`src/rtl/set_assoc_cache_tag_store_defines.svh`:
```
// ----------------------------------------------------------------------------
// Assertion macros for the cache tag store
// Clocked property checks that can be compiled out with ASSERT_OFF.
// ----------------------------------------------------------------------------
`ifndef SET_ASSOC_CACHE_TAG_STORE_DEFINES_SVH
`define SET_ASSOC_CACHE_TAG_STORE_DEFINES_SVH

`ifndef ASSERT_OFF

// check held off while reset is high
`define SACTS_ASSERT(lbl, clk, rst, prop, msg) \
  lbl: assert property (@(posedge clk) disable iff (rst) prop) else $error(msg);

// check active in every cycle, reset included
`define SACTS_ASSERT_ALWAYS(lbl, clk, prop, msg) \
  lbl: assert property (@(posedge clk) prop) else $error(msg);

`else

`define SACTS_ASSERT(lbl, clk, rst, prop, msg)
`define SACTS_ASSERT_ALWAYS(lbl, clk, prop, msg)

`endif

`endif

```
`src/rtl/sacts_ram.sv`:
```
`timescale 1ns / 1ps
// ----------------------------------------------------------------------------
// Generic single-port-write RAM
// One write port and one read port, read data registered.
// ----------------------------------------------------------------------------
module sacts_ram #(
  parameter int WIDTH = 8,
  parameter int DEPTH = 16
) (
  input  logic                                   clk,
  input  logic                                   wr_en,
  input  logic [(DEPTH > 1 ? $clog2(DEPTH) : 1)-1:0] wr_addr,
  input  logic [WIDTH-1:0]                       wr_data,
  input  logic                                   rd_en,
  input  logic [(DEPTH > 1 ? $clog2(DEPTH) : 1)-1:0] rd_addr,
  output logic [WIDTH-1:0]                       rd_data
);

  logic [WIDTH-1:0] mem [DEPTH];

  // write port
  always_ff @(posedge clk) begin
    if (wr_en) begin
      mem[wr_addr] <= wr_data;
    end
  end

  // registered read port
  always_ff @(posedge clk) begin
    if (rd_en) begin
      rd_data <= mem[rd_addr];
    end
  end

endmodule

```
`config.mk`:
```
export PLATFORM = sky130hd
export DESIGN_NAME = sacts_ram
export DESIGN_NICKNAME = d
export VERILOG_FILES = /design/src/rtl/set_assoc_cache_tag_store_defines.svh /design/src/rtl/sacts_ram.sv
export SDC_FILE = /design/constraint.sdc
export NUM_CORES = 1
export LEC_CHECK = 0
export ABC_AREA = 1
export BUFFER_PORTS_ARGS = -buffer_cell sky130_fd_sc_hd__buf_4
export CORE_ASPECT_RATIO = 1.2
export CORE_MARGIN = 3
export CORE_UTILIZATION = 35
export CTS_CLUSTER_DIAMETER = 50
export DETAILED_ROUTE_END_ITERATION = 7
export PLACE_DENSITY_LB_ADDON = 0.2
export SKIP_CTS_REPAIR_TIMING = 1
export SLEW_MARGIN = 15
export SYNTH_ARGS = -nofsm -noshare
export SYNTH_HDL_FRONTEND = slang
export SYNTH_SLANG_ARGS = --single-unit
```
`constraint.sdc`:
```
create_clock -name clk -period 4.1 [get_ports clk]
set_input_delay 1.025 -clock clk [delete_from_list [all_inputs] [get_ports clk]]
set_output_delay 1.025 -clock clk [all_outputs]
set_load 0.005 [all_outputs]
```
# Word-level counts from Yosys, hierarchy flattened
# Memory sizes are Yosys's and may differ from the RTL's. A register that Yosys moved wholly into a read port is not among the register bits.
# Cells that the tools add are included.
dict set report totals {
  register_bits 0
  mem_bits_rw 128
  in_bits 19
  out_inout_bits 8
  word_cells 3
  memories 1
}
# name words width read_ports rd_clocked_by_memory_dff write_ports line
set mem_list {}
lappend mem_list {mem 16 8 1 1 1 sacts_ram.sv:19} ;# logic [WIDTH-1:0] mem [DEPTH];
dict set report classes {
  muxes 2
}
# cell n
set ops {}
lappend ops {{$mux W1} 2}

# Longest topological paths before layout
dict set report depth {
  ltp_word 2
  mapped_depth 8
  mapped_depth_nobuf 7
}

# Least setup slack after synthesis
# No wires, ideal clock.
dict set report synth_path {
  path_kind {input port to flip-flop}
  startpoint {input port wr_addr[2] (netlist bit)}
  endpoint {memory mem[10][0], enable pin}
  setup_time_ps 370
  arrival_ps 1606
  required_ps 3730
  path_slack_ps 2124
  path_stages 2
  path_buffers 0
  path_cell_list {nand3b_1 > nor2_1}
}
# item line
set synth_lines {}
lappend synth_lines {{start, declared} sacts_ram.sv:12} ;# input logic [(DEPTH > 1 ? $clog2(DEPTH) : 1)-1:0] wr_addr,
lappend synth_lines {{end, declared} sacts_ram.sv:19}
# No word-level cell before the write port.

==> results.ini <==
[worst_setup_path]
ff2ff_path_depth = 6
r2r_start = mem[3][2]
r2r-end = rd_data[2]
cpPeakStageDelay_ps = 960
cpLargestDelayFamily = buffers and inverters
cp.depth = 8
worst_path_most_repeated_cell = nand2_1
cp_max_fo = 65
cp.arrival_ps = 3290
worst_path_max_delay_cell = clkinv_2
crit_chain = buf_4 > clkinv_2 > nand2_1 > nand2_1 > nand2_1 > nand3_1 > nand3_1 > nand2_1
critPathCapture = rd_data[7]
path_class = in -> reg
crit_path_end_kind = flip-flop
crit_buf_inv = 2
startpoint_type = primary input
r2r_slack_ps = 2840
required_ps = 4250
crit_start = rd_addr[0]

[sta]
tightest_slew_ps = 1030
setup_viol = 0
fin_skew_ps = 8.90
maxSlewViolCount = 0
max_slew_margin_pct = 31.3
finalCritPeriodShare_pct = 76.6
rsz0062_at_grt = false
fin_tns_setup_ps = 0
max_freq_mhz = 318
fin_ws_ps = 960
layout_min_cycle_time_ps = 3140
finalHoldViolations = 0

[detailed_routing]
vias = 3765
drtPass1Iterations = 5
drt-initial-drc-count = 378
routed_via_density = 4.72
antenna_left = 0
routed_wl_mm = 14.2
drcViolationCount = 0
wl_per_cell_um = 17.8

[floorplanning]
die_w_um = 124
die_h_um = 148
rows = 51
floorplan.die_area_um2 = 18300
core_area_um2 = 16300
start_util_pct = 35.8
ioPinCount = 27

[cts]
cts.sinks = 136
cts_tree = yes
cts_made_buffers = 17
path_clk_slew_ps = 60
clk_path_buf_depth = 2
insertion_delay_ps = 420
htree_levels = 4
cts-root-buf = clkbuf_16

[power]
ir_worst_vdd_uv = 353
powerDensity_nw_per_um2 = 512
p_leak_nw = 2.87

[grt]
grt_max_degree = 66
grt_use_total_pct = 16.6
overflow = 0
grt_pass1_vias = 3761
grt_pass1_wl_mm = 21.7
antenna_found_initial = 0

[final_layout]
final_cell_mix = nand2_1, edfxtp_1, inv_1
antenna_cells = 0
final_common_cell = nand2_1
area_growth_pct = 16.6
nets = 591
drive_gt1_share_pct = 10.3

[yosys]
syn-num-nets = 570
synth_cell_types = 11
synth_seq_cells = 136
ys_warn_count = 0
synth.area.top_cells = edfxtp_1, nand2_1, nand3_1
netlist.area_leader.share_pct = 69.8
syn_inst = 551
synth_area_um2 = 5850
synth.avg_cell_area_um2 = 10.6
ys_seq_area_share_pct = 69.8
yosysTopAreaCell = edfxtp_1

[run]
max_cap_viol_count = 0

[placement]
place_ws_ps = 900
detailed_place_hpwl_mm = 8.58
port_buffers = 26
routabilityCongestion = 0.864

[outcome]
outcome = completed

[hold_path]
hold_path_class = reg -> reg

through the flow:
step / util, % / power, mW / hold WS, ps / instances / instance area, µm²
2_1_floorplan: - / 1.71 / 683 / 551 / 5850
3_3_place_gp: 37.6 / 1.80 / 749 / 765 / 6140
3_5_place_dp: 37.6 / 1.80 / 751 / 765 / 6140
4_1_cts: 41.7 / 3.51 / 769 / 797 / 6820
5_1_grt: 41.7 / 3.61 / 835 / 797 / 6820
6_report: 41.7 / 3.49 / 759 / 797 / 6820
where the power goes:
group / switching (mW) / internal (mW)
combinational: 0.135 / 0.0558
clock: 0.584 / 1.14
sequential: 0.00960 / 1.57
total: 0.729 / 2.77
area by class of cell:
| class | count | area (µm²) |
|---|---|---|
| inverter | 102 | 384 |
| multi-input combinational | 289 | 1210 |
| clock inverter | 15 | 251 |
| tap | 212 | 265 |
| clock buffer | 17 | 425 |
| fill | 1590 | 9520 |
| timing repair buffer | 26 | 195 |
| sequential | 136 | 4080 |
layer usage:
metal | wire, µm | global-route usage, % | up-vias
met1 | 6220 | 22.1 | 1804
li1 | - | - | 1823
met2 | 6850 | 25.7 | 108
met3 | 631 | 3.52 | 30
met4 | 501 | 8.05 | 0
met5 | 0 | 0 | -
worst register-to-register path, delay by kind of cell (launching register included):
| family | cells | cell delay (ps) |
|---|---|---|
| flops | 1 | 370 |
| simple gates | 5 | 560 |
| buf+inv | 1 | 70 |
worst min-delay path by stage:
stage | from | endpoint | cells after the start
2_1_floorplan | mem[10][0] | rd_data[0] | 6
3_3_place_gp | mem[12][2] | rd_data[2] | 6
3_5_place_dp | mem[2][6] | rd_data[6] | 6
4_1_cts | mem[2][6] | rd_data[6] | 6
5_1_grt | mem[2][4] | rd_data[4] | 6
6_report | mem[2][6] | rd_data[6] | 6
sequential cells by signal, indices dropped and copies added (netlist names):
name / flops
mem: 128
rd_data: 8
cell usage after synthesis:
| library cell | count |
|---|---|
| nand3b_1 | 2 |
| buf_6 | 6 |
| nor2_1 | 17 |
| edfxtp_1 | 136 |
| inv_1 | 100 |
| buf_4 | 4 |
| nand3_1 | 97 |
| nand2_1 | 173 |
| buf_1 | 1 |
| buf_2 | 13 |
| inv_2 | 2 |
cell families after synthesis:
logic type	count (synthesis)	share of synthesized area [%]
DFF	136	69.8
and+or+nand+nor	289	20.8
buffers and inverters	126	9.39
(Power assumes the default switching activity.)
