===== config.mk =====
export PLATFORM = sky130hd
export DESIGN_NAME = sacts_lookup
export DESIGN_NICKNAME = d
export VERILOG_FILES = /design/src/rtl/set_assoc_cache_tag_store_defines.svh /design/src/rtl/sacts_pkg.sv /design/src/rtl/sacts_lookup.sv
export SDC_FILE = /design/constraint.sdc
export NUM_CORES = 1
export LEC_CHECK = 0
export BUFFER_PORTS_ARGS = -buffer_cell sky130_fd_sc_hd__buf_2
export CORE_AREA = 3 3 213 215
export DETAILED_ROUTE_END_ITERATION = 8
export DIE_AREA = 0 0 216 218
export GPL_ROUTABILITY_DRIVEN = 1
export SKIP_LAST_GASP = 1
export SYNTH_ARGS = -nofsm -noshare
export SYNTH_HDL_FRONTEND = slang
export SYNTH_SLANG_ARGS = --single-unit

===== constraint.sdc =====
create_clock -name vclk -period 12.98
set_input_delay 1.947 -clock vclk [all_inputs]
set_output_delay 1.947 -clock vclk [all_outputs]
set_load 0.005 [all_outputs]

===== src/rtl/set_assoc_cache_tag_store_defines.svh =====
// ----------------------------------------------------------------------------
// Assertion macros for the cache tag store
// Clocked property checks that can be compiled out with ASSERT_OFF.
// ----------------------------------------------------------------------------
`ifndef SET_ASSOC_CACHE_TAG_STORE_DEFINES_SVH
`define SET_ASSOC_CACHE_TAG_STORE_DEFINES_SVH

`ifndef ASSERT_OFF

// check held off while reset is high
`define SACTS_ASSERT(lbl, clk, rst, prop, msg) \
  lbl: assert property (@(posedge clk) disable iff (rst) prop) else $error(msg);

// check active in every cycle, reset included
`define SACTS_ASSERT_ALWAYS(lbl, clk, prop, msg) \
  lbl: assert property (@(posedge clk) prop) else $error(msg);

`else

`define SACTS_ASSERT(lbl, clk, rst, prop, msg)
`define SACTS_ASSERT_ALWAYS(lbl, clk, prop, msg)

`endif

`endif


===== src/rtl/sacts_pkg.sv =====
`timescale 1ns / 1ps
// ----------------------------------------------------------------------------
// Cache tag store package
// Shared constants, register and action codes, and item types.
// ----------------------------------------------------------------------------
package sacts_pkg;

  // geometry
  localparam int MAX_SETS     = 256;
  localparam int SET_W        = $clog2(MAX_SETS);
  localparam int MAX_WAYS_DEF = 4;
  localparam int AGE_BITS_DEF = 32;
  localparam int TAG_W        = 30;
  localparam int ADDR_W       = 32;

  // address cut limits
  localparam logic [3:0] OB_MIN = 4'd2;
  localparam logic [3:0] OB_MAX = 4'd12;
  localparam logic [3:0] SB_MAX = 4'd12;

  // configuration port
  localparam int CFG_IDX_W  = 2;
  localparam int CFG_DATA_W = 4;
  localparam logic [CFG_IDX_W-1:0] REG_OFFSET_BITS = 2'd0;
  localparam logic [CFG_IDX_W-1:0] REG_SET_BITS    = 2'd1;
  localparam logic [CFG_IDX_W-1:0] REG_WAYS_USED   = 2'd2;

  localparam logic [3:0] OFFSET_BITS_RST = 4'd4;
  localparam logic [3:0] SET_BITS_RST    = 4'd8;
  localparam logic [2:0] WAYS_USED_RST   = 3'd1;

  // access kinds
  localparam logic [1:0] ACT_READ  = 2'd0;
  localparam logic [1:0] ACT_WRITE = 2'd1;
  localparam logic [1:0] ACT_FETCH = 2'd2;

  typedef struct packed {
    logic [ADDR_W-1:0] address;
    logic [1:0]        action;
  } in_item_t;

  typedef struct packed {
    logic       hit;
    logic       evicted;
    logic       copy_back;
    logic [1:0] way_used;
    logic       instruction_stream;
  } out_item_t;

endpackage


===== src/rtl/sacts_lookup.sv =====
`timescale 1ns / 1ps
// ----------------------------------------------------------------------------
// Cache tag store set update
// Hit search, fill and victim choice, aging and dirty update for one set row.
// ----------------------------------------------------------------------------
module sacts_lookup #(
  parameter int MAX_WAYS = sacts_pkg::MAX_WAYS_DEF,
  parameter int AGE_BITS = sacts_pkg::AGE_BITS_DEF
) (
  input  logic [MAX_WAYS*(AGE_BITS+sacts_pkg::TAG_W+2)-1:0] row_in,
  input  logic [sacts_pkg::TAG_W-1:0]                       tag,
  input  logic [1:0]                                        action,
  input  logic [2:0]                                        ways_cfg,
  output logic [MAX_WAYS*(AGE_BITS+sacts_pkg::TAG_W+2)-1:0] row_out,
  output sacts_pkg::out_item_t                              result
);

  localparam int TAG_W = sacts_pkg::TAG_W;
  localparam int WAY_W = AGE_BITS + TAG_W + 2;
  localparam int WIX   = (MAX_WAYS > 1) ? $clog2(MAX_WAYS) : 1;
  localparam int NP    = 1 << $clog2(MAX_WAYS);
  localparam int TAG_LO = AGE_BITS;
  localparam int DIRTY_B = AGE_BITS + TAG_W;
  localparam int VALID_B = AGE_BITS + TAG_W + 1;

  logic [4:0]          ways_eff;
  logic [MAX_WAYS-1:0] in_use;
  logic [MAX_WAYS-1:0] match;
  logic [MAX_WAYS-1:0] invalid;
  logic [WIX-1:0]      hit_way;
  logic [WIX-1:0]      inv_way;
  logic [WIX-1:0]      vic_way;
  logic [WIX-1:0]      way;
  logic [WIX+1:0]      way_wide;
  logic                hit;
  logic                any_inv;
  logic                evict;
  logic                vic_dirty;
  logic                is_write;
  logic [AGE_BITS-1:0] k_age [NP];
  logic [WIX-1:0]      k_idx [NP];

  assign is_write = (action == sacts_pkg::ACT_WRITE);

  // associativity in use, clamped to 1..MAX_WAYS
  always_comb begin
    if (ways_cfg == 3'd0) begin
      ways_eff = 5'd1;
    end else if ({2'b00, ways_cfg} > 5'(MAX_WAYS)) begin
      ways_eff = 5'(MAX_WAYS);
    end else begin
      ways_eff = {2'b00, ways_cfg};
    end
  end

  // per-way tag match and free-way flags
  always_comb begin
    for (int w = 0; w < MAX_WAYS; w++) begin
      in_use[w]  = 5'(w) < ways_eff;
      match[w]   = in_use[w] && row_in[w*WAY_W + VALID_B]
                   && (row_in[w*WAY_W + TAG_LO +: TAG_W] == tag);
      invalid[w] = in_use[w] && !row_in[w*WAY_W + VALID_B];
    end
  end

  // lowest matching way and lowest free way
  always_comb begin
    hit_way = '0;
    inv_way = '0;
    for (int w = MAX_WAYS - 1; w >= 0; w--) begin
      if (match[w]) begin
        hit_way = WIX'(w);
      end
      if (invalid[w]) begin
        inv_way = WIX'(w);
      end
    end
  end

  assign hit     = |match;
  assign any_inv = |invalid;

  // victim: smallest age, lower way wins ties, reduction tree
  always_comb begin
    for (int i = 0; i < NP; i++) begin
      k_idx[i] = WIX'(i);
      if (i < MAX_WAYS && 5'(i) < ways_eff) begin
        k_age[i] = row_in[i*WAY_W +: AGE_BITS];
      end else begin
        k_age[i] = '1;
      end
    end
    for (int s = 1; s < NP; s = s * 2) begin
      for (int i = 0; i + s < NP; i = i + 2 * s) begin
        if (k_age[i+s] < k_age[i]) begin
          k_age[i] = k_age[i+s];
          k_idx[i] = k_idx[i+s];
        end
      end
    end
    vic_way = k_idx[0];
  end

  // dirty bit of the victim
  always_comb begin
    vic_dirty = 1'b0;
    for (int w = 0; w < MAX_WAYS; w++) begin
      if (WIX'(w) == vic_way) begin
        vic_dirty = row_in[w*WAY_W + DIRTY_B];
      end
    end
  end

  assign evict = !hit && !any_inv;

  always_comb begin
    if (hit) begin
      way = hit_way;
    end else if (any_inv) begin
      way = inv_way;
    end else begin
      way = vic_way;
    end
  end

  // updated row: fill or dirty the touched way, age every way in use
  always_comb begin
    row_out = row_in;
    for (int w = 0; w < MAX_WAYS; w++) begin
      if (WIX'(w) == way) begin
        row_out[w*WAY_W + VALID_B] = 1'b1;
        if (hit) begin
          row_out[w*WAY_W + DIRTY_B] = row_in[w*WAY_W + DIRTY_B] | is_write;
        end else begin
          row_out[w*WAY_W + DIRTY_B]          = is_write;
          row_out[w*WAY_W + TAG_LO +: TAG_W]  = tag;
        end
      end
      if (in_use[w]) begin
        row_out[w*WAY_W +: AGE_BITS] = row_in[w*WAY_W +: AGE_BITS] >> 1;
        if (WIX'(w) == way) begin
          row_out[w*WAY_W + AGE_BITS - 1] = 1'b1;
        end
      end
    end
  end

  // result item
  assign way_wide = {2'b00, way};
  always_comb begin
    result.hit                = hit;
    result.evicted            = evict;
    result.copy_back          = evict && vic_dirty;
    result.way_used           = way_wide[1:0];
    result.instruction_stream = (action == sacts_pkg::ACT_FETCH);
  end

endmodule


* After elaboration in Yosys (flattened, before gate mapping) *
Cells that the tools add are included.

word-level totals
  register bits = 0
  bits in latches = 0
  RAM bits = 0
  bits in read-only memories = 0
  input bits = 291
  output and inout bits = 262
  word-level logic and storage cells = 94
  memories kept = 0

cells by class
  add/sub/neg operators = 0
  $mul = 0
  div/mod/pow operators = 0
  $lt $le $gt $ge = 8
  eq/ne operators = 12
  shift operators = 0
  mux-type cells = 45
  bitwise gates (word level) = 4
  reduce and logical (&&, ||, !) cells = 25

operators with widths
  kind                                                   count
  2-to-1 mux 32 bit                                      14
  equality test 30 bit                                   4
  2-to-1 mux 30 bit                                      4
  < comparator 32 bit                                    3
  2-to-1 mux 2 bit                                       11
  logical AND 1 bit                                      14
  2-to-1 mux 1 bit                                       14
  < comparator 1 x 5 -> 1 bit (first input constant)     2
  < comparator 2 x 5 -> 1 bit (first input constant)     2
  equality test 2 bit (first input constant)             4
  OR reduction 4 bit                                     2
  logical NOT 1 bit                                      6
  2-to-1 mux 5 bit                                       1
  equality test 1 x 2 -> 1 bit (first input constant)    2
  logical NOT 2 bit                                      2
  OR 1 bit                                               4
  greater-than comparator 3 bit (second input constant)  1
  logical NOT 3 bit                                      1
  2-to-1 mux 3 bit                                       1
  equality test 2 x 1 -> 1 bit (second input constant)   1
  equality test 2 bit (second input constant)            1

* Depth between registers and ports, before layout *
  word-level depth = 15
  gate-level depth with buffers = 26
  depth with buffers taken out = 21

* Worst setup path after synthesis *
No wires, ideal clock.

  path type = input-to-output
  start = input port ways_cfg[1]
  end = output port row_out[34] (netlist name)
  arrival time = 7.477 ns
  required time = 11.033 ns
  path slack = 3.556 ns
  cell stages on the path = 25
  buffers on the path = 6
  cells stage by stage = nor2_1 -> clkbuf_1 -> clkbuf_1 -> or2_2 -> ha_1 -> a21oi_1 -> o21ai_0 -> a221o_1 -> o31ai_1 -> and2_1 -> clkbuf_1 -> buf_1 -> mux2i_1 -> ha_1 -> a211oi_1 -> o21ai_0 -> a221o_1 -> a211oi_1 -> o21ai_0 -> o21bai_1 -> a311o_1 -> buf_4 -> nor2b_4 -> buf_6 -> mux2_1

RTL lines
  item         line                RTL
  from (decl)  sacts_lookup.sv:13  input logic [2:0] ways_cfg,
  to (decl)    sacts_lookup.sv:14  output logic [MAX_WAYS*(AGE_BITS+sacts_pkg::TAG_W+2)-1:0] row_out,

* Worst setup path after layout *
  start = input port ways_cfg[2]
  end = output port row_out[34] (netlist name)

between the ends
  cells in the longest elaborated chain, start to end = 13
  elaborated cells between the ends (all ways) = 47
  those cells by class = order compare (8); mux (23); reduce/logical (16)

ends and longest elaborated chain
  item                                                                               line                                                        RTL
  greater-than comparator 3 bit                                                      sacts_lookup.sv:49                                          end else if ({2'b00, ways_cfg} > 5'(MAX_WAYS)) begin
  2-to-1 mux 3 bit                                                                   sacts_lookup.sv:49
  2-to-1 mux 5 bit *                                                                 sacts_lookup.sv:47                                          if (ways_cfg == 3'd0) begin
  < comparator 2 x 5 -> 1 bit / < comparator 1 x 5 -> 1 bit (equally long branches)  sacts_lookup.sv:59, sacts_lookup.sv:87
  2-to-1 mux 32 bit, or another cell as far along                                    sacts_lookup.sv:87                                          if (i < MAX_WAYS && 5'(i) < ways_eff) begin
  < comparator 32 bit, or another cell as far along                                  sacts_lookup.sv:95                                          if (k_age[i+s] < k_age[i]) begin
  2-to-1 mux 32 bit, or another cell as far along                                    sacts_lookup.sv:95
  < comparator 32 bit, or another cell as far along                                  sacts_lookup.sv:95
  2-to-1 mux 2 bit (on tied branches)                                                sacts_lookup.sv:95, sacts_lookup.sv:71, sacts_lookup.sv:74
  2-to-1 mux 2 bit (on tied branches)                                                sacts_lookup.sv:119, sacts_lookup.sv:71
  2-to-1 mux 2 bit                                                                   sacts_lookup.sv:117                                         if (hit) begin
  logical NOT 2 bit                                                                  sacts_lookup.sv:130                                         if (WIX'(w) == way) begin
  2-to-1 mux 32 bit *                                                                sacts_lookup.sv:130

Mark *: on every way between the ends. The rest lies on a longest branch, timed or not.

==> results.cfg <==
[critical_path]
startpoint_type = input port
arrival_ns = 9.61
path_class = input port to output port
crit_fanout = 34
critPathRequiredTime_ns = 11.03
cp-end-kind = output port

[floorplanning]
io_pins = 553
die_w_um = 216
die_area_um2 = 47090
die_h_um = 218
core_um2 = 43930
rows = 77
initial_core_util_pct = 18.22

[cells_and_area]
fillCellCount = 4891
register_area_um2 = 0
instances_no_fill = 2064
syn2layout_area_growth_pct = 39.15
drive_gt1_share_pct = 53.81
post-route-util_pct = 25.36
design_area_um2 = 11140
layout_commonest_cell = buf_2
nets = 1854
clock_buffers = 0
nFlopsAndLatches = 0
mostFrequentLayoutCells = buf_2 (553), mux2_2 (181), ha_1 (93)

[drt]
avgRoutedWirePerCell_um = 23.55
routed_wl_um = 48600
wl_met3_um = 2538
via_per_inst = 4.719
wl_met1_um = 18180
top_layer = met5
dr.pass1.iters = 6
vias = 9740
drc = 0
drt-initial-drc-count = 425
final_antenna_net_count = 0
routed-wl-met2_um = 25930

[placement]
place_congestion = 0.9493
numPortBuffers = 553
hpwlAfterDp_um = 43330
dp.cells = 2060
placed_cell_area_um2 = 11130

[grt]
overflow = 0
grt_pass1_vias = 9757
grt_usage_pct = 19.17
grt_start_max_net_pins = 66
grt_pass1_wl_um = 67050
grt_antenna_before_repair = 8

[pwr]
leakage_nw = 5.327
peakVddDrop_mv = 0.03198
cellPowerDensity_nw_per_um2 = 51.05

[synthesis]
syn_area_per_cell_um2 = 7.864
netlist_area_um2 = 8005
synth_adder_area_share_pct = 14.54
synthCells = 1018
ys_top_cells_by_area = mux2_2 (25%), ha_1 (15%), xnor2_1 (8.2%)
synthXorXnorAreaFrac_pct = 13.13
synth-compound-area-share_pct = 14.10
ys_types = 58
yosysSeqAreaShare_pct = 0
synth-warning-count = 0
synth_top_family_by_area = multiplexers
synth-simple-area-share_pct = 16.11
synth_top_cell_by_area = mux2_2
synth.top_cell.area_share_pct = 25.46
syn-num-nets = 1402
synthMuxAreaShare_pct = 33.84

[hold_path]
hold_class = input port to output port
worstHoldStart = row_in[11]
hold_path_end = row_out[10]
whs_path_depth = 2

[timing]
timing.fmax_mhz = 86.49
tightest_slew_ns = 1.058
slew_violations = 0
rsz0062_at_grt = false
setup_viol = 0
fin_crit_ns = 11.56
finalSetupTns_ns = 0
hold_viol_final = 0
slew_headroom_pct = 29.33
fin_crit_sh_pct = 89.07

[outcome]
status = finished, final reports clean

[job]
drv_cap = 0

[clock_network]
post_cts_buffers = 0
hold_buffers = 0
ctsResizeCount = 0
final cells by class:
class              count  area [um^2]  share of cell area, %
diodes                 4        10.01                0.08986
inverters             43        161.4                  1.449
multi-input cells    860         7370                  66.16
well taps            592        740.7                  6.649
repair buffers       565         2858                  25.65
synthesized netlist by cell type, types with 2 or more instances:
master	n
nor4_1	17
xnor2_1	75
nor3_1	6
nand4_1	36
a21oi_1	34
nand2_1	30
buf_4	9
o211a_1	2
o221ai_1	2
mux2_2	181
buf_1	15
a221o_1	2
o22ai_1	2
nor2_1	46
o31ai_1	4
and4_1	2
o31a_1	31
o2bb2ai_1	2
o211ai_1	3
clkbuf_1	77
buf_6	3
or2_2	35
a211oi_1	6
nand3_1	9
inv_1	43
buf_2	11
xor2_1	45
nor2b_1	2
o21ai_0	50
ha_1	93
nand2b_1	37
mux2_1	32
a21o_1	12
and2_1	3
nor4bb_1	2
mux2i_1	31
a21boi_0	2
a221oi_1	2
a22o_1	2
o21a_1	4
worst max-delay path, cell delays in order:
cell	delay, ns
buf_2	0.20
nor2_4	0.55
buf_4	0.39
or2_2	0.18
ha_1	0.26
a21oi_1	0.15
o21ai_0	0.10
a221oi_1	0.27
o21a_1	0.23
and2_2	0.86
mux2i_1	0.39
ha_1	0.32
a211oi_1	0.29
o21ai_0	0.14
a221o_1	0.34
a211oi_1	0.40
o21ai_0	0.20
o21bai_1	0.24
a311o_1	0.55
nor2b_4	0.86
mux2_1	0.50
buf_2	0.17
through the flow:
stage / setup slack (ns) / total power [mW] / hold slack [ns]
after CTS: 1.457 / 0.5728 / 4.102
after detailed placement: 1.496 / 0.5691 / 4.101
after floorplan: 3.556 / 0.3251 / 3.924
after global routing: 0.9314 / 0.6183 / 4.112
after global placement: 1.583 / 0.5632 / 4.102
final: 1.418 / 0.5687 / 4.098
how the worst max path moves through the flow:
stage / cells after the start / end / slack, ns / from
floorplan: 25 / row_out[34] / 3.56 / ways_cfg[1]
global placement: 22 / row_out[34] / 1.58 / ways_cfg[2]
detailed placement: 22 / row_out[34] / 1.50 / ways_cfg[2]
CTS: 22 / row_out[34] / 1.46 / ways_cfg[2]
global route: 22 / row_out[34] / 0.93 / ways_cfg[2]
finish: 22 / row_out[34] / 1.42 / ways_cfg[2]
metal layers:
layer / global-route usage (%) / vias up
met5: 0 / -
met4: 6.106 / 4
met3: 1.797 / 62
met2: 38.30 / 445
met1: 21.12 / 4655
li1: - / 4574
report_power, final:
group | switching (mW) | total (mW) | internal (mW)
Clock | 0 | 0.0000000416 | 0.0000000416
Sequential | 0 | 0 | 0
Combinational | 0.310 | 0.569 | 0.259
Total | 0.310 | 0.569 | 0.259
logic make-up after synthesis:
logic type / count (synthesis)
xor gates and xnor gates: 120
adders and majority gates: 93
and+or+nand+nor: 233
buffers and inverters: 158
muxes: 244
AOI/OAI and AO/OA: 170
Note: power is estimated with default switching activity, not from simulation.
